**config.mk**
```make
export PLATFORM = sky130hd
export DESIGN_NAME = checksummed_packet_framer
export DESIGN_NICKNAME = d
export VERILOG_FILES = /design/src/rtl/cpf_pkg.sv /design/src/rtl/checksummed_packet_framer.sv /design/src/rtl/cpf_front.sv /design/src/rtl/cpf_queue.sv /design/src/rtl/cpf_back.sv
export SDC_FILE = /design/constraint.sdc
export NUM_CORES = 1
export LEC_CHECK = 0
export ABC_AREA = 1
export BUFFER_PORTS_ARGS = -buffer_cell sky130_fd_sc_hd__clkbuf_2
export CORE_UTILIZATION = 50
export CTS_CLUSTER_DIAMETER = 200
export DETAILED_ROUTE_END_ITERATION = 8
export GPL_TIMING_DRIVEN = 0
export HOLD_SLACK_MARGIN = 0.06
export PLACE_DENSITY = 0.65
export RECOVER_POWER = 100
export SLEW_MARGIN = 20
export SYNTH_ARGS = -nofsm -noshare
export SYNTH_HDL_FRONTEND = slang
export SYNTH_SLANG_ARGS = --single-unit
```
**constraint.sdc**
```tcl
create_clock -name i_clk -period 4.1 [get_ports i_clk]
set_input_delay 0.82 -clock i_clk [delete_from_list [all_inputs] [get_ports i_clk]]
set_output_delay 0.82 -clock i_clk [all_outputs]
set_load 0.02 [all_outputs]
```
**src/rtl/cpf_pkg.sv**
```systemverilog
// shared types and constants for the checksummed packet framer
package cpf_pkg;

    localparam logic [7:0] MAX_PAYLOAD = 8'd253;
    localparam logic [7:0] LEN_OFFSET  = 8'd2;
    localparam logic [7:0] CHAR_CR     = 8'd13;
    localparam logic [7:0] CHAR_LF     = 8'd10;

    localparam logic [7:0] START_MARKER_RST = 8'd2;
    localparam logic [7:0] END_MARKER_RST   = 8'd3;
    localparam logic       APPEND_LE_RST    = 1'b1;

    localparam int CFG_IDX_W = 2;
    localparam logic [CFG_IDX_W-1:0] CFG_START_MARKER    = 2'd0;
    localparam logic [CFG_IDX_W-1:0] CFG_END_MARKER      = 2'd1;
    localparam logic [CFG_IDX_W-1:0] CFG_APPEND_LINE_END = 2'd2;

    localparam logic OP_START   = 1'b0;
    localparam logic OP_PAYLOAD = 1'b1;

    typedef struct packed {
        logic [7:0] start_marker;
        logic [7:0] end_marker;
        logic       append_line_end;
    } t_cfg;

    // one queued command: a header or a single payload byte, with optional trailer
    typedef struct packed {
        logic       hdr;
        logic [7:0] len;
        logic [7:0] data;
        logic [7:0] kind;
        logic       trailer;
        logic [7:0] chk;
    } t_cmd;

    typedef enum logic [3:0] {
        PH_BEGIN,
        PH_START,
        PH_LEN,
        PH_ADDR,
        PH_KIND,
        PH_DATA,
        PH_CHK,
        PH_END,
        PH_CR,
        PH_LF
    } t_phase;

endpackage

```
**src/rtl/checksummed_packet_framer.sv**
```systemverilog
// top level of the checksummed packet framer
// path: an accepted input beat goes through the command queue, then the output register
// throughput: one payload beat per cycle; a start beat gives 4 output beats, 6 or 8 with the
//   trailer, a payload beat 1, or 3 or 5 when it closes the frame; the back end sends one
//   beat per cycle when ready; the input stalls while the QUEUE_DEPTH-entry queue is full
// reset: synchronous, active low; clears frame state, queue and output valid and restores
//   register defaults (start 2, end 3, line end on)
module checksummed_packet_framer #(
    parameter int QUEUE_DEPTH = 4
) (
    input  logic        i_clk,
    input  logic        i_rst_n,
    input  logic        i_s_tvalid,
    output logic        o_s_tready,
    input  logic [31:0] i_s_tdata,   // dest_address, frame_kind, payload_count, payload_byte
    input  logic        i_s_tuser,   // op
    output logic        o_m_tvalid,
    input  logic        i_m_tready,
    output logic [7:0]  o_m_tdata,   // out_byte
    output logic        o_m_tlast,
    output logic        o_m_tuser,   // frame_done
    input  logic        i_cfg_we,
    input  logic [cpf_pkg::CFG_IDX_W-1:0] i_cfg_idx,
    input  logic [7:0]  i_cfg_wdata
);

    cpf_pkg::t_cfg r_cfg;
    cpf_pkg::t_cmd push_cmd;
    cpf_pkg::t_cmd head_cmd;
    logic          push;
    logic          pop;
    logic          q_empty;
    logic          q_full;

    always_ff @(posedge i_clk) begin
        if (!i_rst_n) begin
            r_cfg.start_marker    <= cpf_pkg::START_MARKER_RST;
            r_cfg.end_marker      <= cpf_pkg::END_MARKER_RST;
            r_cfg.append_line_end <= cpf_pkg::APPEND_LE_RST;
        end else if (i_cfg_we) begin
            case (i_cfg_idx)
                cpf_pkg::CFG_START_MARKER:    r_cfg.start_marker    <= i_cfg_wdata;
                cpf_pkg::CFG_END_MARKER:      r_cfg.end_marker      <= i_cfg_wdata;
                cpf_pkg::CFG_APPEND_LINE_END: r_cfg.append_line_end <= i_cfg_wdata[0];
                default:                      r_cfg                 <= r_cfg;
            endcase
        end
    end

    cpf_front u_front (
        .i_clk           (i_clk),
        .i_rst_n         (i_rst_n),
        .i_s_tvalid      (i_s_tvalid),
        .o_s_tready      (o_s_tready),
        .i_op            (i_s_tuser),
        .i_dest_address  (i_s_tdata[7:0]),
        .i_frame_kind    (i_s_tdata[15:8]),
        .i_payload_count (i_s_tdata[23:16]),
        .i_payload_byte  (i_s_tdata[31:24]),
        .i_q_full        (q_full),
        .o_push          (push),
        .o_cmd           (push_cmd)
    );

    cpf_queue #(
        .DEPTH (QUEUE_DEPTH)
    ) u_queue (
        .i_clk   (i_clk),
        .i_rst_n (i_rst_n),
        .i_push  (push),
        .i_cmd   (push_cmd),
        .i_pop   (pop),
        .o_head  (head_cmd),
        .o_empty (q_empty),
        .o_full  (q_full)
    );

    cpf_back u_back (
        .i_clk        (i_clk),
        .i_rst_n      (i_rst_n),
        .i_cfg        (r_cfg),
        .i_head       (head_cmd),
        .i_head_valid (!q_empty),
        .o_pop        (pop),
        .o_m_tvalid   (o_m_tvalid),
        .i_m_tready   (i_m_tready),
        .o_m_tdata    (o_m_tdata),
        .o_m_tlast    (o_m_tlast),
        .o_m_tuser    (o_m_tuser)
    );

endmodule

```
**src/rtl/cpf_front.sv**
```systemverilog
// front end: accepts input beats, tracks frame state, builds commands
module cpf_front (
    input  logic              i_clk,
    input  logic              i_rst_n,
    input  logic              i_s_tvalid,
    output logic              o_s_tready,
    input  logic              i_op,
    input  logic [7:0]        i_dest_address,
    input  logic [7:0]        i_frame_kind,
    input  logic [7:0]        i_payload_count,
    input  logic [7:0]        i_payload_byte,
    input  logic              i_q_full,
    output logic              o_push,
    output cpf_pkg::t_cmd     o_cmd
);

    logic       r_open;
    logic [7:0] r_left;
    logic [7:0] r_sum;
    logic       n_open;
    logic [7:0] n_left;
    logic [7:0] n_sum;

    logic       accept;
    logic [7:0] cnt_sat;
    logic [7:0] len;
    logic [7:0] hdr_sum;
    logic [7:0] pay_sum;

    assign o_s_tready = !i_q_full;
    assign accept     = i_s_tvalid && !i_q_full;

    assign cnt_sat = (i_payload_count > cpf_pkg::MAX_PAYLOAD) ? cpf_pkg::MAX_PAYLOAD
                                                              : i_payload_count;
    assign len     = cnt_sat + cpf_pkg::LEN_OFFSET;
    assign hdr_sum = len + i_dest_address + i_frame_kind;
    assign pay_sum = r_sum + i_payload_byte;

    always_comb begin
        n_open = r_open;
        n_left = r_left;
        n_sum  = r_sum;
        o_push = 1'b0;
        o_cmd  = '0;
        if (accept) begin
            if (i_op == cpf_pkg::OP_START) begin
                o_push        = 1'b1;
                o_cmd.hdr     = 1'b1;
                o_cmd.len     = len;
                o_cmd.data    = i_dest_address;
                o_cmd.kind    = i_frame_kind;
                o_cmd.trailer = (cnt_sat == 8'd0);
                o_cmd.chk     = 8'd0 - hdr_sum;
                if (cnt_sat == 8'd0) begin
                    n_open = 1'b0;
                    n_left = 8'd0;
                    n_sum  = 8'd0;
                end else begin
                    n_open = 1'b1;
                    n_left = cnt_sat;
                    n_sum  = hdr_sum;
                end
            end else if (r_open && (r_left != 8'd0)) begin
                o_push        = 1'b1;
                o_cmd.hdr     = 1'b0;
                o_cmd.data    = i_payload_byte;
                o_cmd.trailer = (r_left == 8'd1);
                o_cmd.chk     = 8'd0 - pay_sum;
                if (r_left == 8'd1) begin
                    n_open = 1'b0;
                    n_left = 8'd0;
                    n_sum  = 8'd0;
                end else begin
                    n_left = r_left - 8'd1;
                    n_sum  = pay_sum;
                end
            end
        end
    end

    always_ff @(posedge i_clk) begin
        if (!i_rst_n) begin
            r_open <= 1'b0;
            r_left <= 8'd0;
            r_sum  <= 8'd0;
        end else begin
            r_open <= n_open;
            r_left <= n_left;
            r_sum  <= n_sum;
        end
    end

endmodule

```
**src/rtl/cpf_queue.sv**
```systemverilog
// short command queue between front and back end
module cpf_queue #(
    parameter int DEPTH = 4
) (
    input  logic          i_clk,
    input  logic          i_rst_n,
    input  logic          i_push,
    input  cpf_pkg::t_cmd i_cmd,
    input  logic          i_pop,
    output cpf_pkg::t_cmd o_head,
    output logic          o_empty,
    output logic          o_full
);

    localparam int PW = (DEPTH > 1) ? $clog2(DEPTH) : 1;
    localparam int CW = $clog2(DEPTH + 1);

    cpf_pkg::t_cmd r_mem [DEPTH];
    logic [PW-1:0] r_wr_ptr;
    logic [PW-1:0] r_rd_ptr;
    logic [CW-1:0] r_count;

    logic do_push;
    logic do_pop;

    assign o_empty = (r_count == '0);
    assign o_full  = (r_count == CW'(DEPTH));
    assign o_head  = r_mem[r_rd_ptr];
    assign do_push = i_push && !o_full;
    assign do_pop  = i_pop && !o_empty;

    always_ff @(posedge i_clk) begin
        if (do_push) begin
            r_mem[r_wr_ptr] <= i_cmd;
        end
    end

    always_ff @(posedge i_clk) begin
        if (!i_rst_n) begin
            r_wr_ptr <= '0;
            r_rd_ptr <= '0;
            r_count  <= '0;
        end else begin
            if (do_push) begin
                r_wr_ptr <= (r_wr_ptr == PW'(DEPTH - 1)) ? '0 : r_wr_ptr + 1'b1;
            end
            if (do_pop) begin
                r_rd_ptr <= (r_rd_ptr == PW'(DEPTH - 1)) ? '0 : r_rd_ptr + 1'b1;
            end
            case ({do_push, do_pop})
                2'b10:   r_count <= r_count + 1'b1;
                2'b01:   r_count <= r_count - 1'b1;
                default: r_count <= r_count;
            endcase
        end
    end

endmodule

```
**src/rtl/cpf_back.sv**
```systemverilog
// back end: expands commands into output bytes through a registered output stage
module cpf_back (
    input  logic          i_clk,
    input  logic          i_rst_n,
    input  cpf_pkg::t_cfg i_cfg,
    input  cpf_pkg::t_cmd i_head,
    input  logic          i_head_valid,
    output logic          o_pop,
    output logic          o_m_tvalid,
    input  logic          i_m_tready,
    output logic [7:0]    o_m_tdata,
    output logic          o_m_tlast,
    output logic          o_m_tuser
);

    cpf_pkg::t_phase r_phase;
    cpf_pkg::t_phase n_phase;
    cpf_pkg::t_phase cur_phase;

    logic       r_valid;
    logic [7:0] r_data;
    logic       r_last;
    logic       r_done;

    logic [7:0] beat_byte;
    logic       beat_last;
    logic       beat_done;
    logic       advance;

    assign cur_phase = (r_phase != cpf_pkg::PH_BEGIN) ? r_phase
                     : (i_head.hdr ? cpf_pkg::PH_START : cpf_pkg::PH_DATA);
    assign advance   = i_head_valid && (!r_valid || i_m_tready);
    assign o_pop     = advance && beat_last;

    // beat contents for the current phase
    always_comb begin
        beat_byte = 8'd0;
        beat_last = 1'b0;
        beat_done = 1'b0;
        case (cur_phase)
            cpf_pkg::PH_START: beat_byte = i_cfg.start_marker;
            cpf_pkg::PH_LEN:   beat_byte = i_head.len;
            cpf_pkg::PH_ADDR:  beat_byte = i_head.data;
            cpf_pkg::PH_KIND: begin
                beat_byte = i_head.kind;
                beat_last = !i_head.trailer;
            end
            cpf_pkg::PH_DATA: begin
                beat_byte = i_head.data;
                beat_last = !i_head.trailer;
            end
            cpf_pkg::PH_CHK:   beat_byte = i_head.chk;
            cpf_pkg::PH_END: begin
                beat_byte = i_cfg.end_marker;
                beat_last = !i_cfg.append_line_end;
                beat_done = !i_cfg.append_line_end;
            end
            cpf_pkg::PH_CR:    beat_byte = cpf_pkg::CHAR_CR;
            cpf_pkg::PH_LF: begin
                beat_byte = cpf_pkg::CHAR_LF;
                beat_last = 1'b1;
                beat_done = 1'b1;
            end
            default: beat_last = 1'b1;
        endcase
    end

    always_comb begin
        n_phase = r_phase;
        if (advance) begin
            if (beat_last) begin
                n_phase = cpf_pkg::PH_BEGIN;
            end else begin
                case (cur_phase)
                    cpf_pkg::PH_START: n_phase = cpf_pkg::PH_LEN;
                    cpf_pkg::PH_LEN:   n_phase = cpf_pkg::PH_ADDR;
                    cpf_pkg::PH_ADDR:  n_phase = cpf_pkg::PH_KIND;
                    cpf_pkg::PH_KIND:  n_phase = cpf_pkg::PH_CHK;
                    cpf_pkg::PH_DATA:  n_phase = cpf_pkg::PH_CHK;
                    cpf_pkg::PH_CHK:   n_phase = cpf_pkg::PH_END;
                    cpf_pkg::PH_END:   n_phase = cpf_pkg::PH_CR;
                    cpf_pkg::PH_CR:    n_phase = cpf_pkg::PH_LF;
                    default:           n_phase = cpf_pkg::PH_BEGIN;
                endcase
            end
        end
    end

    always_ff @(posedge i_clk) begin
        if (!i_rst_n) begin
            r_phase <= cpf_pkg::PH_BEGIN;
            r_valid <= 1'b0;
        end else begin
            r_phase <= n_phase;
            if (advance) begin
                r_valid <= 1'b1;
            end else if (i_m_tready) begin
                r_valid <= 1'b0;
            end
        end
    end

    always_ff @(posedge i_clk) begin
        if (advance) begin
            r_data <= beat_byte;
            r_last <= beat_last;
            r_done <= beat_done;
        end
    end

    assign o_m_tvalid = r_valid;
    assign o_m_tdata  = r_data;
    assign o_m_tlast  = r_last;
    assign o_m_tuser  = r_done;

endmodule

```
# Word level (Yosys, flattened, before mapping)
# Memory sizes are Yosys's and may differ from the RTL's. A register that Yosys moved wholly into a read port is not among the register bits.
# Cells that the tools add are included.
dict set report totals {
  ff_bits 56
  mem_bits_rw 136
  mem_bits_ro 64
  inputBits 48
  out_inout_bits 12
  elab_cells 113
  memories 2
}
# memory depth word_bits read_ports rd_ports_with_merged_regs write_ports line_no
set memory_table {}
lappend memory_table {u_queue.r_mem 4 34 1 1 1 cpf_queue.sv:18} ;# cpf_pkg::t_cmd r_mem [DEPTH];
lappend memory_table {{(no name shown)} 16 4 1 0 0 cpf_back.sv:74} ;# case (cur_phase)
dict set report classes {
  n_addsub 11
  order_cmp 1
  eq_ne 19
  muxes 39
  reduce_logical 27
}
# cell count
set ops {}
lappend ops {{two-way mux 8 bit} 13}
lappend ops {{case mux 8 bit (8 select lines)} 1}
lappend ops {{two-way mux 34 bit} 1}
lappend ops {{adder 8 bit} 3}
lappend ops {{two-way mux 9 bit} 2}
lappend ops {{equality test 4 x 3 -> 1 bit, second input constant} 4}
lappend ops {{subtractor 1 x 8 -> 8 bit, first input constant} 2}
lappend ops {{two-way mux 1 bit} 12}
lappend ops {{adder 8 x 2 -> 8 bit, second input constant} 1}
lappend ops {{equality test 2 bit, second input constant} 4}
lappend ops {{equality test 4 x 2 -> 1 bit, second input constant} 2}
lappend ops {{equality test 4 bit, second input constant} 2}
lappend ops {{equality test 8 x 1 -> 1 bit, second input constant} 1}
lappend ops {{greater-than comparator 8 bit, second input constant} 1}
lappend ops {{zero test 8 bit} 1}
lappend ops {{two-way mux 2 bit} 4}
lappend ops {{two-way mux 4 bit} 2}
lappend ops {{AND reduction 2 bit} 4}
lappend ops {{nonzero test 8 bit} 1}
lappend ops {{subtractor 8 x 1 -> 8 bit, second input constant} 1}
lappend ops {{logical AND 1 bit} 6}
lappend ops {{case mux 3 bit (2 select lines)} 1}
lappend ops {{zero test 1 bit} 5}
lappend ops {{OR reduction 5 bit} 1}
lappend ops {{17 further kinds} 22}

# Depth between registers and ports, before layout
# Gate-level depths: netlist of run 1.
dict set report logic_depth {
  depth_word 9
  mapped_depth 23
  ltp_nobuf 23
}

# By module
# A second synthesis of run 1 with hierarchy kept.
dict set report unflattened {
  hier_cells 1076
  area_unflattened_um2 10102.2
}
# mod instances cells_each area_each_um2 seq_area_each_um2
set modules_own_cells {}
lappend modules_own_cells {cpf_queue 1 400 5745.5 4264.1}
lappend modules_own_cells {cpf_front 1 431 2578.7 340.3}
lappend modules_own_cells {cpf_back 1 138 1019.7 400.4}
lappend modules_own_cells {checksummed_packet_framer 1 107 758.2 340.3}

# Least setup slack after synthesis of run 1
# OpenSTA, ideal clock, no wires.
dict set report synth_path {
  path_type {input to register}
  start {in i_s_tdata[19]}
  end {mem u_queue.r_mem[0][7] in the netlist's numbering, data pin}
  setup_ns 0.265
  t_arrival_ns 3.384
  t_required_ns 3.835
  setup_slack_ns 0.450
  stages 19
  path_buffers 0
  cell_sequence {nand2_1 > nor2_1 > nand4_1 > nand2_1 > inv_1 > ha_1 > xor2_1 > fa_1 > ha_1 > nand2_1 > nand3_1 > xnor2_1 > nand2_1 > nor2_1 > nand2_1 > inv_1 > nand2_1 > nand3_1 > nand2_1}
}
# item line_no
set synth_rtl {}
lappend synth_rtl {{start: declaration} checksummed_packet_framer.sv:15} ;# input logic [31:0] i_s_tdata,
lappend synth_rtl {{end: declaration} cpf_queue.sv:18}

==> results.json, run 1 <==
{
  "vias": 7370,
  "grt_pass1_vias": 7177,
  "clock_path_buffers": 2,
  "cts.sinks": 194,
  "synth_top_area_cell": "edfxtp_1",
  "grt_pass1_wl_mm": 38.5,
  "finClkSkew_ns": 0.0136,
  "pin_count": 60,
  "synth_edf_count": 146,
  "yosysWarnings": 0,
  "wl_per_cell_um": 18.8,
  "place.gp.congestion": 0.939,
  "violations": "max-capacitance violations, max-slew violations",
  "status": "finished with violations",
  "grt_overflow": 0,
  "drc": 0,
  "fmax_mhz": 258,
  "hp-class": "reg -> reg",
  "finalPower_uw": 5750,
  "ys.flop_type": "edfxtp_1",
  "first_iter_violations": 679,
  "seq_area_frac_synth_pct": 56.5,
  "routed_via_density": 5.59,
  "core_sq_um": 18300,
  "numCtsBuffers": 17,
  "period_share_pct": 94.7,
  "fp.dieW_um": 140,
  "synth.top_cell.area_share_pct": 46.3,
  "leakage_uw": 0.00427,
  "multi_input_area_sq_um": 3570,
  "tightest_slew_ns": 1.54,
  "cts_root_buf": "clkbuf_16",
  "portBuffers": 59,
  "end_kind": "flop",
  "crit_type": "in -> reg",
  "placed_cells": 1285,
  "timing.final.crit_period_ns": 3.88,
  "cp.required_ns": 4.30,
  "ys_ff_latch": 194,
  "dpl.hpwl_mm": 18.5,
  "grt_max_degree": 24,
  "synth.net_count": 1076,
  "initial_utilization_pct": 51.8,
  "clk_pin_slew_ns": 0.08,
  "post-synth-top-count-cell": "nand2_1",
  "routed_wl_mm": 24.8,
  "drv_slew": 15,
  "syn2layout_area_growth_pct": 12.7,
  "synth_area_leaders": "edfxtp_1 46%, dfxtp_1 10%, nand2_1 5.9%",
  "setup_viol": 0,
  "grt_antenna_before_repair": 0,
  "synthArstFlopShare_pct": 0,
  "synth_area_sq_um": 9460,
  "fin_nets": 1159,
  "hold_viol_final": 0,
  "cts_tree": "built",
  "die_area_sq_um": 19500,
  "rsz0062_at_grt": "yes",
  "die-height_um": 140,
  "grtUsageTotal_pct": 26.5,
  "synth_common_cells": "148 x nand2_1, 146 x edfxtp_1, 140 x nor2_1",
  "drv_cap": 1,
  "htreeDepth": 4,
  "ir_worst_vdd_mv": 0.330,
  "cp_max_fo": 6,
  "antenna_left": 0,
  "drive_gt1_share_pct": 10.6,
  "fillers": 1639,
  "std_cell_rows": 49,
  "crit_arrival_ns": 4.08,
  "dr.pass1.iters": 5,
  "stdcell_count": 1318,
  "powerDensity_nw_per_um2": 539,
  "seqCellArea_sq_um": 5350,
  "maxSlewHeadroom_pct": -2.84,
  "syn_area_per_cell_sq_um": 9.53,
  "antenna_cells": 0,
  "synthCells": 993,
  "ys_types": 41,
  "insertion_delay_ns": 0.44,
  "start_kind": "primary input"
}
sequential cells by signal, summed over array words and instances, names as in the netlist, 2 cells and up, named ones only:
| name | cells |
|---|---|
| u_back.r_phase | 4 |
| u_queue.r_count | 3 |
| u_front.r_left | 8 |
| r_cfg | 17 |
| u_queue.r_wr_ptr | 2 |
| u_queue.r_rd_ptr | 2 |
| u_front.r_sum | 8 |
| u_back.o_m_tdata | 8 |
| u_queue.r_mem | 136 |
logic make-up after synthesis:
family / count (synthesis) / synth area share [%]
AND/OR/NAND/NOR: 377 / 16.9
flip-flops: 194 / 56.5
XOR/XNOR: 16 / 1.48
AO/OA/AOI/OAI: 233 / 13.9
buffers and inverters: 138 / 5.82
adder cells (fa/ha/maj): 35 / 5.42
placed cells by master (no fill, tap or decap), drive strengths merged, types with 3 or more instances in the layout:
| master | n |
|---|---|
| o211ai | 4 |
| fa | 10 |
| ha | 25 |
| nand2 | 154 |
| inv | 106 |
| clkinv | 4 |
| nand3b | 3 |
| a31oi | 4 |
| buf | 11 |
| nor2 | 146 |
| o2111ai | 5 |
| a22o | 7 |
| a211oi | 5 |
| nand4 | 12 |
| nor3 | 6 |
| a21oi | 57 |
| nand3 | 53 |
| o21ai | 111 |
| edfxtp | 146 |
| dfxtp | 48 |
| o22ai | 32 |
| or2 | 3 |
| clkbuf | 111 |
| xor2 | 11 |
| xnor2 | 5 |
path summary, 6_finish.rpt:
path / from / endpoint / slack, ns / cells past startpoint
worst max-delay path: i_s_tdata[19] / u_queue.r_mem[1][6]$_DFFE_PP_ / 0.22 / 15
worst min-delay path: r_cfg[6]$_SDFFE_PN0P_ / r_cfg[6]$_SDFFE_PN0P_ / 0.47 / 2
worst max register to register: u_queue.r_count[1]$_SDFFE_PN0P_ / u_queue.r_mem[0][13]$_DFFE_PP_ / 0.30 / 10
worst min register to register: r_cfg[6]$_SDFFE_PN0P_ / r_cfg[6]$_SDFFE_PN0P_ / 0.47 / 2
where the power goes:
part | internal (uW) | switching, uW | total (uW)
clock network | 877 | 770 | 1650
logic | 514 | 1190 | 1700
registers | 2330 | 64.5 | 2400
repair_timing:
action	4_1_cts	5_1_grt
hold endpoints to repair	0	0
gates resized for setup	1	6
hold buffers	0	0
cloned	0	0
pin swaps	0	1
setup buffers	0	1
setup endpoints to repair	8	8
final cells by class:
type                            instances  share of cell area (%)
Multi-Input combinational cell        661                    33.5
Inverter                               99                    3.48
Buffer                                 39                    1.54
Clock inverter                         13                    1.30
Clock buffer                           19                    4.15
Sequential cell                       194                    50.1
Timing Repair Buffer                   64                    3.23
Tap cell                              229                    2.69
critical path, cell delays in order:
cell      delay, ns
clkbuf_2       0.20
nand2_1        0.10
nor2_1         0.14
nand4_1        0.12
nand2_1        0.11
inv_2          0.09
ha_2           0.36
fa_1           0.48
fa_1           0.50
xor2_1         0.40
nor2_1         0.11
nand2_1        0.11
nor2_1         0.06
xnor2_1        0.14
o21ai_0        0.34
per-layer routing:
metal	up-vias	wire, um	GRT usage (%)
met4	0	626	10.5
li1	3598	-	-
met1	3500	10600	34.2
met3	39	1370	3.92
met5	-	0	0
met2	233	12300	45.2
metrics by stage:
step,instance area [sq um],util (%),setup slack (ns),hold slack (ns),setup TNS [ns]
floorplan,9460,-,0.450,0.425,0
CTS,10800,58.9,0.0992,0.464,0
finish,10700,58.4,0.218,0.469,0
global placement,10000,55.0,-0.612,0.438,-82.58
global route,10700,58.4,-0.0142,0.487,-0.0907
detailed placement,10200,55.7,-0.466,0.455,-4.98
(Power assumes the default switching activity.)
==> inputs of run 2 (changes only) <==
SYNTH_HIERARCHICAL = 1   (was not set)
==> run 2 against run 1 <==
The run now ends clean; first-iteration DRC count down 24%; cell area up 6.3%; maximum frequency up 1.1%; via count up 3.5%; critical endpoint is now u_queue/r_mem[0][7]$_DFFE_PP_; largest cell class unchanged.
==> results.json, run 2 <==
{
  "synthArstFlopShare_pct": 0,
  "post_cts_buffers": 0,
  "maxSlewHeadroom_pct": 34.8,
  "place.gp.congestion": 0.899,
  "finClkSkew_ns": 0.0151,
  "tns_ns": 0,
  "grt_pass1_vias": 7108,
  "synth_edf_count": 146,
  "syn2layout_area_growth_pct": 12.2,
  "synth_area_leaders": "edfxtp_1 43%, dfxtp_1 9.5%, nand2_1 7.3%",
  "crit_arrival_ns": 3.99,
  "dpl.hpwl_mm": 18.1,
  "cp.required_ns": 4.25,
  "antenna_cells": 0,
  "cp_max_fo": 6,
  "routed_via_density": 5.31,
  "die_area_sq_um": 20800,
  "yosysWarnings": 6,
  "post-synth-top-count-cell": "nand2_1",
  "timing.final.crit_period_ns": 3.84,
  "place_area_sq_um": 10800,
  "clk_pin_slew_ns": 0.08,
  "largest_reg_flops": 136,
  "tightest_slew_ns": 0.979,
  "wl_per_cell_um": 17.2,
  "ys_ff_latch": 194,
  "initial_utilization_pct": 51.4,
  "final_cell_mix": "199 x nand2_1, 146 x edfxtp_1, 138 x nor2_1",
  "period_share_pct": 93.6,
  "numCtsBuffers": 17,
  "synth.net_count": 1158,
  "rsz0062_at_grt": "no",
  "synthCells": 1076,
  "regMostFlops": "u_queue/r_mem",
  "ys_types": 51,
  "postLayoutCellArea_sq_um": 11300,
  "drv_cap": 0,
  "ir_worst_vdd_mv": 0.296,
  "setup_viol": 0,
  "routed_wl_mm": 24.7,
  "grt_pass1_wl_mm": 38.5,
  "antenna_left": 0,
  "htreeDepth": 4,
  "cts.sinks": 194,
  "seq_area_frac_synth_pct": 52.9,
  "portBuffers": 58,
  "vias": 7627,
  "synth.top_cell.area_share_pct": 43.4,
  "fin_nets": 1239,
  "leakage_uw": 0.00481,
  "dr.pass1.iters": 5,
  "syn_area_per_cell_sq_um": 9.39,
  "fp.dieW_um": 144,
  "ys.flop_type": "edfxtp_1",
  "synth_area_sq_um": 10100,
  "postCtsHoldBufs": 0,
  "cts.repair.resized": 0,
  "synth_top_area_cell": "edfxtp_1",
  "final_common_cell": "nand2_1",
  "hold_viol_final": 0,
  "grt_antenna_before_repair": 0,
  "top_regs": "u_queue/r_mem x136, r_cfg x17",
  "fmax_mhz": 260,
  "drv_slew": 0,
  "core_sq_um": 19700,
  "powerDensity_nw_per_um2": 455,
  "rrSetupSlack_ns": 0.31,
  "first_iter_violations": 518,
  "fillers": 1796,
  "grt_max_degree": 23,
  "pin_count": 60,
  "cts_tree": "built",
  "drive_gt1_share_pct": 16.3,
  "end_kind": "flop",
  "insertion_delay_ns": 0.44,
  "drc": 0,
  "grtUsageTotal_pct": 25.1,
  "hp-class": "reg -> reg",
  "grt_overflow": 0,
  "start_kind": "primary input",
  "status": "completed",
  "die-height_um": 144,
  "crit_type": "in -> reg",
  "synth_common_cells": "196 x nand2_1, 146 x edfxtp_1, 141 x nor2_1",
  "std_cell_rows": 51,
  "cts_root_buf": "clkbuf_16",
  "clock_path_buffers": 2
}
==> run 2: cell types whose count changed after synthesis, sizes merged, moves of 6 or more <==
cell and change:
buf +14, a21oi -22, nand2 +52, clkbuf -17, nor2 +27, o21ai -12, nand3 +15, a22o +6
inv +30
==> run 2: report_power, final <==
group	total (uW)	internal, uW	switching (uW)	leakage (uW)
clock network	1600	857	741	0.000290
registers	2340	2280	59.0	0.00175
logic	1210	396	817	0.00277
total	5150	3540	1620	0.00481
==> run 2: kinds of logic (layout without fill, tap and decap cells) <==
logic type | Yosys count | in the layout | share of synthesized area (%)
and+or+nand+nor | 467 | 467 | 20.5
DFF | 194 | 194 | 52.9
xor gates and xnor gates | 12 | 12 | 1.11
buffers and inverters | 165 | 259 | 7.47
AOI/OAI and AO/OA | 204 | 204 | 13.0
adders and majority gates | 34 | 34 | 4.95
==> run 2: worst max-delay path, stage by stage <==
cell      delay, ns
clkbuf_2       0.16
nand2_1        0.09
nor2_1         0.14
nand3_1        0.10
nand2_1        0.10
inv_2          0.09
ha_1           0.32
fa_1           0.52
fa_1           0.60
inv_1          0.12
nand3_1        0.12
nor2_1         0.13
nand3_1        0.10
nor2_1         0.13
nand2_1        0.09
inv_1          0.06
nand2_1        0.04
nand3_1        0.10
nand2_1        0.15
==> run 2: layer usage <==
layer	GRT usage [%]	wire, um	vias up
met2	42.8	12100	201
met3	3.97	1230	32
met5	0	0	-
met4	7.42	433	0
li1	-	-	3815
met1	32.9	11000	3579
==> run 2: path summary, 6_finish.rpt <==
kind	from	endpoint	depth (start not counted)
setup reg to reg	u_queue/r_count[1]$_SDFFE_PN0P_	u_queue/r_mem[0][19]$_DFFE_PP_	12
setup / recovery	i_s_tdata[19]	u_queue/r_mem[0][7]$_DFFE_PP_	19
hold / removal	r_cfg[10]$_SDFFE_PN1P_	r_cfg[10]$_SDFFE_PN1P_	2
hold reg to reg	r_cfg[10]$_SDFFE_PN1P_	r_cfg[10]$_SDFFE_PN1P_	2
==> run 2: layout make-up <==
class | count | area (sq um) | share of cell area (%)
Sequential cell | 194 | 5350 | 47.1
Clock inverter | 12 | 95.1 | 0.839
Timing Repair Buffer | 62 | 357 | 3.14
Clock buffer | 20 | 478 | 4.22
Inverter | 129 | 489 | 4.31
Buffer | 36 | 249 | 2.20
Tap cell | 265 | 332 | 2.92
Multi-Input combinational cell | 717 | 3990 | 35.2
==> run 2: metrics by stage <==
| step | hold slack (ns) | std cells | setup slack (ns) | total power, uW | utilization (%) |
|---|---|---|---|---|---|
| 4_1_cts | 0.477 | 1435 | 0.304 | 5200 | 58.1 |
| 5_1_grt | 0.502 | 1435 | 0.0154 | 5400 | 57.7 |
| 3_3_place_gp | 0.462 | 1399 | -0.921 | 3580 | 54.6 |
| 6_report | 0.472 | 1435 | 0.261 | 5150 | 57.7 |
| 3_5_place_dp | 0.455 | 1403 | -0.127 | 3610 | 55.2 |
| 2_1_floorplan | 0.429 | 1076 | 0.506 | 3240 | - |
